**src/design/segment_table_range_extract_macros.svh**
```systemverilog
// Assertion macros used by the segment table back end.
// Depends on nothing; each user supplies i_clk and i_rst_n in scope.
`ifndef SEGMENT_TABLE_RANGE_EXTRACT_MACROS_SVH
`define SEGMENT_TABLE_RANGE_EXTRACT_MACROS_SVH

// Same-cycle implication, checked outside reset.
`define STE_ASSERT_NOW(lbl, ante, cons, msg) \
    lbl: assert property (@(posedge i_clk) disable iff (!i_rst_n) (ante) |-> (cons)) \
        else $error(msg);

// Next-cycle implication, checked outside reset.
`define STE_ASSERT_NEXT(lbl, ante, cons, msg) \
    lbl: assert property (@(posedge i_clk) disable iff (!i_rst_n) (ante) |=> (cons)) \
        else $error(msg);

`endif

```
**src/design/ste_pkg.sv**
```systemverilog
// Package for the segment table: sizes, word types, command kinds and status codes.
// Depends on nothing.
package ste_pkg;

    localparam int MAX_SEGMENTS = 32;
    localparam int LABEL_BITS   = 16;
    localparam int LBL_W        = (LABEL_BITS < 16) ? LABEL_BITS : 16;
    localparam int IDX_W        = $clog2(MAX_SEGMENTS);
    localparam int CNT_W        = $clog2(MAX_SEGMENTS + 1);
    localparam int Q_DEPTH      = 2;
    localparam int QPTR_W       = 1;
    localparam int QCNT_W       = 2;

    localparam logic [1:0] FN_CLEAR   = 2'd0;
    localparam logic [1:0] FN_APPEND  = 2'd1;
    localparam logic [1:0] FN_LOOKUP  = 2'd2;
    localparam logic [1:0] FN_EXTRACT = 2'd3;

    localparam logic [1:0] ST_OK          = 2'd0;
    localparam logic [1:0] ST_FULL        = 2'd1;
    localparam logic [1:0] ST_NO_ENTRY    = 2'd2;
    localparam logic [1:0] ST_EMPTY_RANGE = 2'd3;

    typedef struct packed {
        logic [1:0]  func;
        logic [31:0] seg_start;
        logic [31:0] seg_end;
        logic [15:0] seg_label;
        logic [31:0] pos_a;
        logic [31:0] pos_b;
    } t_in_word;

    typedef struct packed {
        logic [31:0] out_start;
        logic [31:0] out_end;
        logic [15:0] out_label;
        logic        last;
        logic [1:0]  status;
    } t_out_word;

    typedef enum logic [2:0] {
        K_CLEAR,
        K_APPEND,
        K_LOOKUP,
        K_EXTRACT,
        K_EMPTY_RANGE
    } t_kind;

    typedef struct packed {
        t_kind              kind;
        logic [31:0]        seg_start;
        logic [31:0]        seg_end;
        logic [LBL_W-1:0]   seg_label;
        logic [31:0]        pos_a;
        logic [31:0]        pos_b;
    } t_cmd;

    typedef enum logic [2:0] {
        BK_IDLE,
        BK_SRCH,
        BK_SCMP,
        BK_FIXCMP,
        BK_READ,
        BK_ERR,
        BK_EMIT
    } t_bk_state;

endpackage

```
**src/design/ste_front.sv**
```systemverilog
// Front end: accepts input words, classifies them and queues the commands.
// Depends on ste_pkg.
module ste_front (
    input  logic              i_clk,
    input  logic              i_rst_n,
    input  logic              i_in_valid,
    output logic              o_in_stall,
    input  ste_pkg::t_in_word i_in_data,
    output logic              o_q_valid,
    output ste_pkg::t_cmd     o_q_cmd,
    input  logic              i_q_pop
);
    import ste_pkg::*;

    t_cmd              r_q [Q_DEPTH];
    logic [QPTR_W-1:0] r_wp, r_rp;
    logic [QCNT_W-1:0] r_cnt;
    t_cmd              cls;
    logic              push;

    // Classify the word; an extract over an empty range needs no table access.
    always_comb begin
        cls.seg_start = i_in_data.seg_start;
        cls.seg_end   = i_in_data.seg_end;
        cls.seg_label = i_in_data.seg_label[LBL_W-1:0];
        cls.pos_a     = i_in_data.pos_a;
        cls.pos_b     = i_in_data.pos_b;
        unique case (i_in_data.func)
            FN_CLEAR:  cls.kind = K_CLEAR;
            FN_APPEND: cls.kind = K_APPEND;
            FN_LOOKUP: cls.kind = K_LOOKUP;
            default: begin
                cls.kind = (i_in_data.pos_a == i_in_data.pos_b) ? K_EMPTY_RANGE : K_EXTRACT;
            end
        endcase
    end

    assign o_in_stall = (r_cnt == QCNT_W'(Q_DEPTH));
    assign push       = i_in_valid && !o_in_stall;
    assign o_q_valid  = (r_cnt != '0);
    assign o_q_cmd    = r_q[r_rp];

    always_ff @(posedge i_clk) begin
        if (push) begin
            r_q[r_wp] <= cls;
        end
    end

    always_ff @(posedge i_clk) begin
        if (!i_rst_n) begin
            r_wp  <= '0;
            r_rp  <= '0;
            r_cnt <= '0;
        end else begin
            if (push) begin
                r_wp <= r_wp + 1'b1;
            end
            if (i_q_pop) begin
                r_rp <= r_rp + 1'b1;
            end
            r_cnt <= r_cnt + QCNT_W'(push) - QCNT_W'(i_q_pop);
        end
    end

endmodule

```
**src/design/ste_back.sv**
```systemverilog
// Back end: segment memories, binary search sequencer and result register.
// Depends on ste_pkg and segment_table_range_extract_macros.svh.
`include "segment_table_range_extract_macros.svh"
module ste_back (
    input  logic               i_clk,
    input  logic               i_rst_n,
    input  logic               i_q_valid,
    input  ste_pkg::t_cmd      i_q_cmd,
    output logic               o_q_pop,
    output logic               o_out_valid,
    input  logic               i_out_stall,
    output ste_pkg::t_out_word o_out_data
);
    import ste_pkg::*;

    logic [31:0]      start_mem [MAX_SEGMENTS];
    logic [31:0]      end_mem   [MAX_SEGMENTS];
    logic [LBL_W-1:0] label_mem [MAX_SEGMENTS];

    logic [31:0]      r_rd_start, r_rd_end;
    logic [LBL_W-1:0] r_rd_label;

    t_bk_state        r_state, n_state;
    t_cmd             r_cmd, n_cmd;
    logic [CNT_W-1:0] r_cnt, n_cnt;
    logic [IDX_W-1:0] r_lo, n_lo, r_hi, n_hi, r_mid, n_mid;
    logic             r_pass, n_pass;
    logic [CNT_W-1:0] r_si, n_si, r_ei, n_ei, r_i, n_i;
    logic             r_out_valid, n_out_valid;
    t_out_word        r_out, n_out;

    logic             rd_en, wr_en, out_free, is_ext, inc, fin;
    logic [IDX_W-1:0] rd_addr, cnt_m1;
    logic [IDX_W:0]   mid_sum;
    logic [31:0]      pos;

    assign out_free    = !r_out_valid || !i_out_stall;
    assign o_out_valid = r_out_valid;
    assign o_out_data  = r_out;
    assign is_ext      = (r_cmd.kind == K_EXTRACT);
    assign cnt_m1      = IDX_W'(r_cnt - 1'b1);
    assign pos         = (is_ext && !r_pass) ? r_cmd.pos_b : r_cmd.pos_a;
    assign mid_sum     = {1'b0, r_lo} + {1'b0, r_hi};

    always_ff @(posedge i_clk) begin
        if (wr_en) begin
            start_mem[r_cnt[IDX_W-1:0]] <= i_q_cmd.seg_start;
            end_mem[r_cnt[IDX_W-1:0]]   <= i_q_cmd.seg_end;
            label_mem[r_cnt[IDX_W-1:0]] <= i_q_cmd.seg_label;
        end
        if (rd_en) begin
            r_rd_start <= start_mem[rd_addr];
            r_rd_end   <= end_mem[rd_addr];
            r_rd_label <= label_mem[rd_addr];
        end
    end

    always_comb begin
        n_state     = r_state;
        n_cmd       = r_cmd;
        n_cnt       = r_cnt;
        n_lo        = r_lo;
        n_hi        = r_hi;
        n_mid       = r_mid;
        n_pass      = r_pass;
        n_si        = r_si;
        n_ei        = r_ei;
        n_i         = r_i;
        n_out_valid = r_out_valid && i_out_stall;
        n_out       = r_out;
        o_q_pop     = 1'b0;
        rd_en       = 1'b0;
        wr_en       = 1'b0;
        rd_addr     = r_lo;
        inc         = 1'b0;
        fin         = 1'b0;
        unique case (r_state)
            BK_IDLE: begin
                if (i_q_valid) begin
                    unique case (i_q_cmd.kind)
                        K_CLEAR: begin
                            if (out_free) begin
                                o_q_pop     = 1'b1;
                                n_cnt       = '0;
                                n_out_valid = 1'b1;
                                n_out       = '{32'd0, 32'd0, 16'd0, 1'b1, ST_OK};
                            end
                        end
                        K_APPEND: begin
                            if (out_free) begin
                                o_q_pop     = 1'b1;
                                n_out_valid = 1'b1;
                                if (r_cnt == CNT_W'(MAX_SEGMENTS)) begin
                                    n_out = '{32'd0, 32'd0, 16'd0, 1'b1, ST_FULL};
                                end else begin
                                    wr_en = 1'b1;
                                    n_cnt = r_cnt + 1'b1;
                                    n_out = '{32'd0, 32'd0, 16'd0, 1'b1, ST_OK};
                                end
                            end
                        end
                        K_EMPTY_RANGE: begin
                            if (out_free) begin
                                o_q_pop     = 1'b1;
                                n_out_valid = 1'b1;
                                n_out       = '{32'd0, 32'd0, 16'd0, 1'b1, ST_EMPTY_RANGE};
                            end
                        end
                        K_LOOKUP, K_EXTRACT: begin
                            if (r_cnt == '0) begin
                                if (out_free) begin
                                    o_q_pop     = 1'b1;
                                    n_out_valid = 1'b1;
                                    n_out       = '{32'd0, 32'd0, 16'd0, 1'b1, ST_NO_ENTRY};
                                end
                            end else begin
                                o_q_pop = 1'b1;
                                n_cmd   = i_q_cmd;
                                n_lo    = '0;
                                n_hi    = cnt_m1;
                                n_pass  = 1'b0;
                                n_state = BK_SRCH;
                            end
                        end
                        default: begin
                            o_q_pop = 1'b1;
                        end
                    endcase
                end
            end
            BK_SRCH: begin
                if (r_lo < r_hi) begin
                    n_mid   = mid_sum[IDX_W:1];
                    rd_addr = mid_sum[IDX_W:1];
                    rd_en   = 1'b1;
                    n_state = BK_SCMP;
                end else if (is_ext && !r_pass) begin
                    // End of range found; now search for its start.
                    n_ei   = CNT_W'(r_lo);
                    n_pass = 1'b1;
                    n_lo   = '0;
                    n_hi   = cnt_m1;
                end else begin
                    n_si    = CNT_W'(r_lo);
                    rd_addr = r_lo;
                    rd_en   = 1'b1;
                    n_state = BK_FIXCMP;
                end
            end
            BK_SCMP: begin
                if (r_rd_end < pos) begin
                    n_lo = r_mid + 1'b1;
                end else begin
                    n_hi = r_mid;
                end
                n_state = BK_SRCH;
            end
            BK_FIXCMP: begin
                // A position on a breakpoint belongs to the next segment.
                inc     = (r_cmd.pos_a == r_rd_end) &&
                          (is_ext || (r_si < CNT_W'(cnt_m1)));
                n_si    = r_si + CNT_W'(inc);
                n_i     = r_si + CNT_W'(inc);
                n_state = BK_READ;
            end
            BK_READ: begin
                if (is_ext && (r_i > r_ei)) begin
                    n_state = BK_ERR;
                end else begin
                    rd_addr = r_i[IDX_W-1:0];
                    rd_en   = 1'b1;
                    n_state = BK_EMIT;
                end
            end
            BK_ERR: begin
                if (out_free) begin
                    n_out_valid = 1'b1;
                    n_out       = '{32'd0, 32'd0, 16'd0, 1'b1, ST_NO_ENTRY};
                    n_state     = BK_IDLE;
                end
            end
            BK_EMIT: begin
                if (out_free) begin
                    n_out_valid     = 1'b1;
                    n_out.out_label = 16'(r_rd_label);
                    n_out.status    = ST_OK;
                    if (is_ext) begin
                        fin           = (r_i == r_ei);
                        n_out.out_start = (r_i == r_si) ? r_cmd.pos_a : r_rd_start;
                        n_out.out_end   = fin ? r_cmd.pos_b : r_rd_end;
                    end else begin
                        fin           = 1'b1;
                        n_out.out_start = r_rd_start;
                        n_out.out_end   = r_rd_end;
                    end
                    n_out.last = fin;
                    n_i        = r_i + 1'b1;
                    n_state    = fin ? BK_IDLE : BK_READ;
                end
            end
            default: begin
                n_state = BK_IDLE;
            end
        endcase
    end

    always_ff @(posedge i_clk) begin
        if (!i_rst_n) begin
            r_state     <= BK_IDLE;
            r_cnt       <= '0;
            r_out_valid <= 1'b0;
        end else begin
            r_state     <= n_state;
            r_cnt       <= n_cnt;
            r_out_valid <= n_out_valid;
        end
    end

    always_ff @(posedge i_clk) begin
        r_cmd  <= n_cmd;
        r_lo   <= n_lo;
        r_hi   <= n_hi;
        r_mid  <= n_mid;
        r_pass <= n_pass;
        r_si   <= n_si;
        r_ei   <= n_ei;
        r_i    <= n_i;
        r_out  <= n_out;
    end

    `STE_ASSERT_NOW(a_cnt_bound, 1'b1, r_cnt <= CNT_W'(MAX_SEGMENTS), "segment count overflow")
    `STE_ASSERT_NOW(a_emit_in_range, r_state == BK_EMIT && is_ext, r_i <= r_ei, "walk past range end")
    `STE_ASSERT_NEXT(a_pop_idle, o_q_pop, r_state == BK_IDLE || r_state == BK_SRCH, "pop outside dispatch")

endmodule

```
**src/design/segment_table_range_extract.sv**
```systemverilog
// Segment table with binary-search label lookup and range extraction.
// Lookup speed is bounded by the single read port of the tables.
// Extract searches for the range end, then for its start, then emits one piece per covered segment.
// Clear, append and empty-range words are answered from the idle state in the back end, with no search.
// Synchronous active-low reset empties the queue, the result register and the table count.
// Depends on ste_pkg, ste_front and ste_back.
module segment_table_range_extract (
    input  logic               i_clk,
    input  logic               i_rst_n,
    input  logic               i_in_valid,
    output logic               o_in_stall,
    input  ste_pkg::t_in_word  i_in_data,
    output logic               o_out_valid,
    input  logic               i_out_stall,
    output ste_pkg::t_out_word o_out_data
);
    import ste_pkg::*;

    // The front end classifies each word and holds up to two commands, so the
    // input side keeps moving while the back end searches or waits on a stall.
    logic q_valid;
    logic q_pop;
    t_cmd q_cmd;

    ste_front u_front (
        .i_clk      (i_clk),
        .i_rst_n    (i_rst_n),
        .i_in_valid (i_in_valid),
        .o_in_stall (o_in_stall),
        .i_in_data  (i_in_data),
        .o_q_valid  (q_valid),
        .o_q_cmd    (q_cmd),
        .i_q_pop    (q_pop)
    );

    // The back end owns the segment memories and the table count. It runs the
    // binary search, a read state and a compare state per probe, and walks the emitted segments,
    // writing each result word into a register that drives the output port.
    ste_back u_back (
        .i_clk       (i_clk),
        .i_rst_n     (i_rst_n),
        .i_q_valid   (q_valid),
        .i_q_cmd     (q_cmd),
        .o_q_pop     (q_pop),
        .o_out_valid (o_out_valid),
        .i_out_stall (i_out_stall),
        .o_out_data  (o_out_data)
    );

endmodule

```
**config.mk**
```make
export PLATFORM = sky130hd
export DESIGN_NAME = segment_table_range_extract
export DESIGN_NICKNAME = d
export VERILOG_FILES = /design/src/design/ste_pkg.sv /design/src/design/ste_front.sv /design/src/design/ste_back.sv /design/src/design/segment_table_range_extract.sv
export VERILOG_INCLUDE_DIRS = /design/src /design/src/design
export SDC_FILE = /design/constraint.sdc
export NUM_CORES = 2
export LEC_CHECK = 0
export BUFFER_PORTS_ARGS = -buffer_cell sky130_fd_sc_hd__buf_2
export CORE_AREA = 2 2 476 478
export DETAILED_ROUTE_END_ITERATION = 6
export DIE_AREA = 0 0 478 480
export GPL_TIMING_DRIVEN = 0
export PLACE_DENSITY = 0.75
export RECOVER_POWER = 50
export SLEW_MARGIN = 25
export SYNTH_ARGS = -nofsm -noshare
export SYNTH_HDL_FRONTEND = slang
export SYNTH_SLANG_ARGS = --single-unit
```
**constraint.sdc**
```tcl
create_clock -name i_clk -period 9.4 [get_ports i_clk]
set_clock_uncertainty 0.2 [all_clocks]
set_input_delay 0 -clock i_clk [delete_from_list [all_inputs] [get_ports i_clk]]
set_output_delay 0 -clock i_clk [all_outputs]
set_load 0.03 [all_outputs]
```
== After elaboration in Yosys (flattened, before gate mapping) ==
Memories as Yosys holds them, arrays and structs flattened. A register that Yosys moved wholly into a read port is not among the register bits.
Index checks and enable logic that the tools add are counted.
Cells by class
  div/mod/pow operators: 0
  shift operators: 0
  order comparisons: 4
  eq/ne operators: 38
  bitwise gates (word level): 2
  multipliers: 0
  reductions and logical operators: 36
  add/subtract/negate cells: 10
  multiplexer cells: 86
Operators by type and width (number)
  83-bit 2-to-1 mux: 7
  83-bit case mux with 4 select lines: 1
  83-bit case mux with 3 select lines: 1
  32-bit 2-to-1 mux: 3
  5-bit 2-to-1 mux: 14
  32-bit == test: 2
  64-bit 2-to-1 mux: 1
  6-bit 2-to-1 mux: 6
  6-bit case mux with 2 select lines: 3
  32-bit less-than comparator: 1
  1-bit 2-to-1 mux: 30
  5-bit case mux with 3 select lines: 2
  3-bit 2-to-1 mux: 9
  3-bit case mux with 7 select lines: 1
  6-bit AND reduction: 3
  3-bit by 2-bit == test with 1-bit output, second input constant: 5
  2-bit inequality test, second input constant: 7
  7-bit AND reduction: 2
  6-bit by 1-bit adder with 6-bit output, second input constant: 2
  3-bit == test, second input constant: 4
  2-bit by 1-bit inequality test with 1-bit output, second input constant: 6
  3-bit by 2-bit inequality test with 1-bit output, second input constant: 4
  1-bit case mux with 2 select lines: 5
  5-bit case mux with 2 select lines: 1
  other kinds (35): 56
Storage, ports and cells
  memory bits (writable): 2854
  bits of input ports: 150
  memories: 4
  word-level logic and storage cells: 201
  flip-flop bits (word level): 197
  bits in read-only memories: 0
  output and inout bits: 85
  bits in latches: 0
Memory list
  u_back.end_mem: words 32, bits a word 32, read ports 1, clocked after Yosys merged registers in 1, write ports 1, RTL line ste_back.sv:17  | logic [31:0] end_mem [MAX_SEGMENTS];
  u_back.start_mem: words 32, bits a word 32, read ports 1, clocked after Yosys merged registers in 1, write ports 1, RTL line ste_back.sv:16  | logic [31:0] start_mem [MAX_SEGMENTS];
  u_back.label_mem: words 32, bits a word 16, read ports 1, clocked after Yosys merged registers in 1, write ports 1, RTL line ste_back.sv:18  | logic [LBL_W-1:0] label_mem [MAX_SEGMENTS];
  u_front.r_q: words 2, bits a word 147, read ports 1, clocked after Yosys merged registers in 1, write ports 1, RTL line ste_front.sv:15  | t_cmd r_q [Q_DEPTH];

== Longest topological paths before layout ==
  depth after elaboration: 9
  depth in mapped cells: 15
  mapped depth without buffers: 15

== Modules after synthesis ==
Synthesis repeated with hierarchy kept, for this count alone.
Second synthesis, totals
  cells, all modules: 7553
  area, all modules: 124017.7 sq um
Modules (own cells, without submodules)
  ste_back: area each 112833.2 sq um, cells each 7024, seq. area each 84971.5 sq um, times used 1
  ste_front: area each 11184.5 sq um, cells each 529, seq. area each 8928.6 sq um, times used 1

== Least setup slack after synthesis ==
OpenSTA, ideal clock, no wires.
  path type: register -> register
  start: register (tool-made name)
  end: memory u_back.end_mem[0][0], enable pin
  clock period less this slack: 9807 ps
  buffers on the path: 0
  data required time: 8484 ps
  setup slack: -407 ps
  data arrival time: 8892 ps
  cell stages (with the launch flop): 5
  library setup time: 716 ps
  cell sequence: dfxtp_1 mux2i_1 inv_1 or4_1 nor4_1
RTL lines (RTL line)
  end: declaration: ste_back.sv:17

== Worst setup path in the final report ==
  start: register u_back.r_lo[1]
  end: register u_back.r_rd_start[20], read port of u_back.start_mem (data pin)
On the way
  cells in the longest elaborated chain, start to end: 3
  elaborated cells on any way between the ends: 7
  classes of those cells: 1 x add/sub; 1 x order compare; 5 x mux
RTL lines
  start: declaration: RTL line ste_back.sv:26  | logic [IDX_W-1:0] r_lo, n_lo, r_hi, n_hi, r_mid, n_mid;
  start signal: assignment: RTL line ste_back.sv:221  | r_lo <= n_lo;
  5-bit by 5-bit adder with 6-bit output / 5-bit less-than comparator (equally long branches): RTL line ste_back.sv:43, ste_back.sv:132
  5-bit 2-to-1 mux / 1-bit 2-to-1 mux (equally long branches): RTL line ste_back.sv:132  | if (r_lo < r_hi) begin
  5-bit case mux with 2 select lines / 1-bit case mux with 2 select lines (equally long branches): RTL line ste_back.sv:77  | unique case (r_state)
  end: declaration: RTL line ste_back.sv:20  | logic [31:0] r_rd_start, r_rd_end;
Several ways; a longest one is shown, not always the timed one.
A chain may end at the register's enable or synchronous reset.

==> results.tsv <==
stage	metric	value	unit
run_status	status	finished, violations left	
run_status	violations	capacitance limit, slew limit	
synthesis	ys.warnings.count	0	
die	dieHeight	480	um
critical_path	critPathKind	flop to flop	
critical_path	cpMaxStageDelayCell	a211oi_1	
routing	drt.antenna.violating_nets	0	
clock_network	cts_buffer_depth	4	
placed_design	place_inst	10500	
timing	maxSlewViolCount	285	
synthesis	syn_area_per_cell	17.7	um2
synthesis	syn_area	125000	um2
cells_and_area	area_delta_synth_final	17.7	%
timing	finalCriticalPeriod	7.26	ns
synthesis	synthFlopType	edfxtp_1	
synthesis	async_flop_share	0	%
clock_network	ctsResizeCount	0	
power	p_total	34100	uW
global_routing	grtUsageTotal	29.2	%
timing	max_freq	0.138	GHz
cells_and_area	instances_no_fill	11300	
cells_and_area	fin_area	147000	um2
routing	drt_iter0_drc	9868	
timing	setup_viol	0	
critical_path	cp_data_arrival_time	7.74	ns
power	powerDensity	233	nW/um2
clock_network	cts_tree	built	
worst_hold_path	hold_path_end	u_front.r_q[0][72]$_DFFE_PP_	
routing	viasPerCell	6.26	
timing	holdWs	0.0987	ns
routing	drtPass1Iterations	7	
global_routing	overflow	0	
cells_and_area	final_nets	8307	
critical_path	end_kind	flop	
timing	tns	0	ns
placed_design	place_hpwl	233	mm
synthesis	ys_types	62	
critical_path	r2r_end	u_back.r_rd_start[20]$_DFFE_PP_	
global_routing	antenna_found_initial	34	
die	fp.dieArea	229000	um2
worst_hold_path	hold_depth	3	
power	ir_drop	0.167	mV
synthesis	synth.top_cell.area_share	75.0	%
clock_network	cts.sinks	3132	
critical_path	required	9.88	ns
global_routing	grt_pass1_wl	484	mm
die	rows	174	
routing	wire_per_inst	30.1	um
clock_network	clk_latency	0.97	ns
timing	rsz0062_at_grt	no	
die	start_util	55.7	%
routing	remaining_drc_errors	0	
clock_network	cts_max_level	5	
job	cap_violations	14	
die	ios	235	
placed_design	placed_area	134000	um2
critical_path	cp-start-kind	flop	
critical_path	cpMostUsedCell	clkbuf_1	
die	die-width	478	um
clock_network	cts_root_buf	clkbuf_16	
placed_design	gp_congestion	0.910	
global_routing	grt_max_degree	43	
timing	fin_crit_sh	77.3	%
routing	num_vias	71000	
timing	finalHoldViolations	0	
worst_hold_path	hp-start	i_in_data[72]	
synthesis	syn-num-nets	7262	
timing	relSlewSlack	-94.4	%
clock_network	clkTransAtPathRegs	0.06	ns
critical_path	r2r_start	u_back.r_lo[1]$_SDFFCE_PN0P_	
critical_path	timing.reg2reg.setup_slack	2.14	ns
synthesis	yosysTopAreaCell	edfxtp_1	
routing	drt_wl_total	341	mm
worst_hold_path	hold_path.class	primary input to flop	
global_routing	grt_pass1_vias	70300	
placed_design	port_buffers	234	
synthesis	synth_seq_cells	3132	
critical_path	cp_max_fo	13	
die	core_area	224000	um2
synthesis	synth.area.top_cells	edfxtp_1 (75%), mux2i_1 (8.5%), mux2_2 (5.3%), nand2_1 (1.3%), o32ai_1 (1.1%)	
critical_path	cpPeakStageDelay	1.51	ns
power	p_leak	0.0523	uW
critical_path	crit_chain	ha_1, o211ai_1, o21ai_0, a211oi_1, a21oi_4, a221oi_2, buf_4, clkbuf_1, nand2_1, clkbuf_1, o22ai_1, or4_1	
synthesis	synth_edf_count	3117	
critical_path	reg2reg_depth	12	
timing	worst_slew_pin_slew	2.92	ns
cells_and_area	drive_above_1_share	16.3	%
synthesis	syn-instance-count	7052	
clock_network	cts_buffers	325	
synthesis	ys_seq_area_share	75.3	%
[area by class of cell]
| class | instances | area, um2 |
|---|---|---|
| antenna | 13 | 32.5 |
| buffer | 382 | 1640 |
| clock buffer | 382 | 8500 |
| clock inverter | 189 | 1680 |
| fill | 14500 | 77200 |
| inverter | 24 | 90.1 |
| multi-input combinational | 3514 | 29400 |
| sequential | 3132 | 93900 |
| tap | 2992 | 3740 |
| timing repair buffer | 718 | 7800 |
[metal layers]
metal / routed length, um / global-route usage, % / part of all wire, %
met4: 18000 / 14.1 / 5.3
met2: 155000 / 45.3 / 46
met5: 184 / 0 / 0.054
met3: 39400 / 7.27 / 12
met1: 128000 / 38.9 / 38
[cells in the final DEF (no fill, tap or decap), types with 19 or more instances in the layout]
| cell | count |
|---|---|
| bufinv_16 | 28 |
| mux2_2 | 493 |
| buf_1 | 19 |
| mux2_1 | 136 |
| a211oi_1 | 162 |
| edfxtp_1 | 3117 |
| xor2_1 | 80 |
| o21ai_0 | 90 |
| buf_12 | 70 |
| nand2_1 | 426 |
| and3_1 | 165 |
| clkbuf_1 | 454 |
| mux2i_1 | 1063 |
| dlygate4sd3_1 | 300 |
| clkinv_2 | 55 |
| inv_1 | 23 |
| and2_1 | 41 |
| or4_1 | 81 |
| clkbuf_16 | 332 |
| and2_0 | 126 |
| clkinv_1 | 76 |
| o32ai_1 | 158 |
| o22ai_1 | 164 |
| nor2_1 | 51 |
| nor2_4 | 31 |
| a21oi_1 | 27 |
| ha_1 | 59 |
| buf_16 | 83 |
| buf_2 | 199 |
[report_power, final]
part | total [uW] | internal [uW] | switching (uW)
Sequential | 17400 | 17200 | 199
Combinational | 4340 | 1100 | 3250
Clock | 12400 | 7220 | 5210
Total | 34100 | 25500 | 8650
[critical path: cells and delay by family, from the launching register on]
family / cells / cell delay [ns]
AO/OA/AOI/OAI: 6 / 2.72
buffers and inverters: 3 / 1.57
flip-flops: 1 / 0.57
AND/OR/NAND/NOR: 2 / 1.51
adder cells (fa/ha/maj): 1 / 0.38
[kinds of logic (layout without fill, tap and decap cells)]
family,count (synthesis),after routing,share of synthesized area (%)
AO/OA/AOI/OAI,662,662,3.79
XOR/XNOR,95,95,0.667
adder cells (fa/ha/maj),60,60,0.608
buffers and inverters,406,1695,1.38
flip-flops,3132,3132,75.3
multiplexers,1692,1692,14.2
other,0,13,0
AND/OR/NAND/NOR,1005,1005,4.10
[worst max-delay path by stage]
| stage | startpoint | endpoint | slack (ns) | depth (start not counted) |
|---|---|---|---|---|
| after global routing | u_back.r_lo[1]$_SDFFCE_PN0P_ | u_back.r_rd_start[21]$_DFFE_PP_ | 2.00 | 12 |
| after floorplan | flop | u_back.o_out_data[0]$_DFFE_PP_ | 1.32 | 7 |
| after detailed placement | u_back.r_lo[1]$_SDFFCE_PN0P_ | u_back.r_rd_start[21]$_DFFE_PP_ | 3.15 | 12 |
| after CTS | u_back.r_lo[1]$_SDFFCE_PN0P_ | u_back.r_rd_start[21]$_DFFE_PP_ | 3.11 | 12 |
| final | u_back.r_lo[1]$_SDFFCE_PN0P_ | u_back.r_rd_start[20]$_DFFE_PP_ | 2.14 | 12 |
| after global placement | u_front.r_cnt[0]$_SDFF_PN0_ | u_front.r_q[0][89]$_DFFE_PP_ | -4.13 | 4 |
[stage by stage]
stage | setup slack (ns) | util (%)
after floorplan | 1.32 | -
after global placement | -4.13 | 57.9
after detailed placement | 3.15 | 59.9
after CTS | 3.11 | 65.8
after global routing | 2.00 | 65.5
final | 2.14 | 65.5
[sequential cells by signal, indices dropped and copies added (netlist names), 6 cells and up, named ones only]
| signal | cells |
|---|---|
| u_back.o_out_data | 83 |
| u_back.r_i | 6 |
| u_back.r_si | 6 |
| u_front.r_q | 294 |
| u_back.end_mem | 1024 |
| u_back.r_cnt | 6 |
| u_back.label_mem | 512 |
| u_back.r_rd_end | 32 |
| u_back.r_cmd | 67 |
| u_back.start_mem | 1024 |
| u_back.r_rd_start | 32 |
| u_back.r_rd_label | 16 |
[cell usage after synthesis (11+ instances only)]
| cell type | instances |
|---|---|
| xor2_1 | 80 |
| and2_1 | 45 |
| inv_1 | 23 |
| mux2i_1 | 1063 |
| buf_1 | 27 |
| or4_1 | 81 |
| and3_1 | 165 |
| xnor2_1 | 15 |
| a21oi_1 | 27 |
| o32ai_1 | 158 |
| a21o_1 | 14 |
| nor2_1 | 82 |
| and2_0 | 122 |
| nor4_1 | 18 |
| mux2_2 | 589 |
| a22o_1 | 16 |
| edfxtp_1 | 3117 |
| mux2_1 | 40 |
| buf_2 | 124 |
| o22ai_1 | 164 |
| clkbuf_1 | 222 |
| nand4_1 | 11 |
| dfxtp_1 | 15 |
| ha_1 | 59 |
| a211oi_1 | 161 |
| nand3_1 | 11 |
| nand2_1 | 428 |
| o21ai_0 | 89 |
| nor3_1 | 11 |
[what timing repair did]
action                                 in CTS  in global routing
endpoints found under the hold margin     625                  0
setup buffers                               0                  0
setup endpoints to repair                   0                  0
hold buffers                              300                  0
Power figures use the tool's default switching activity.
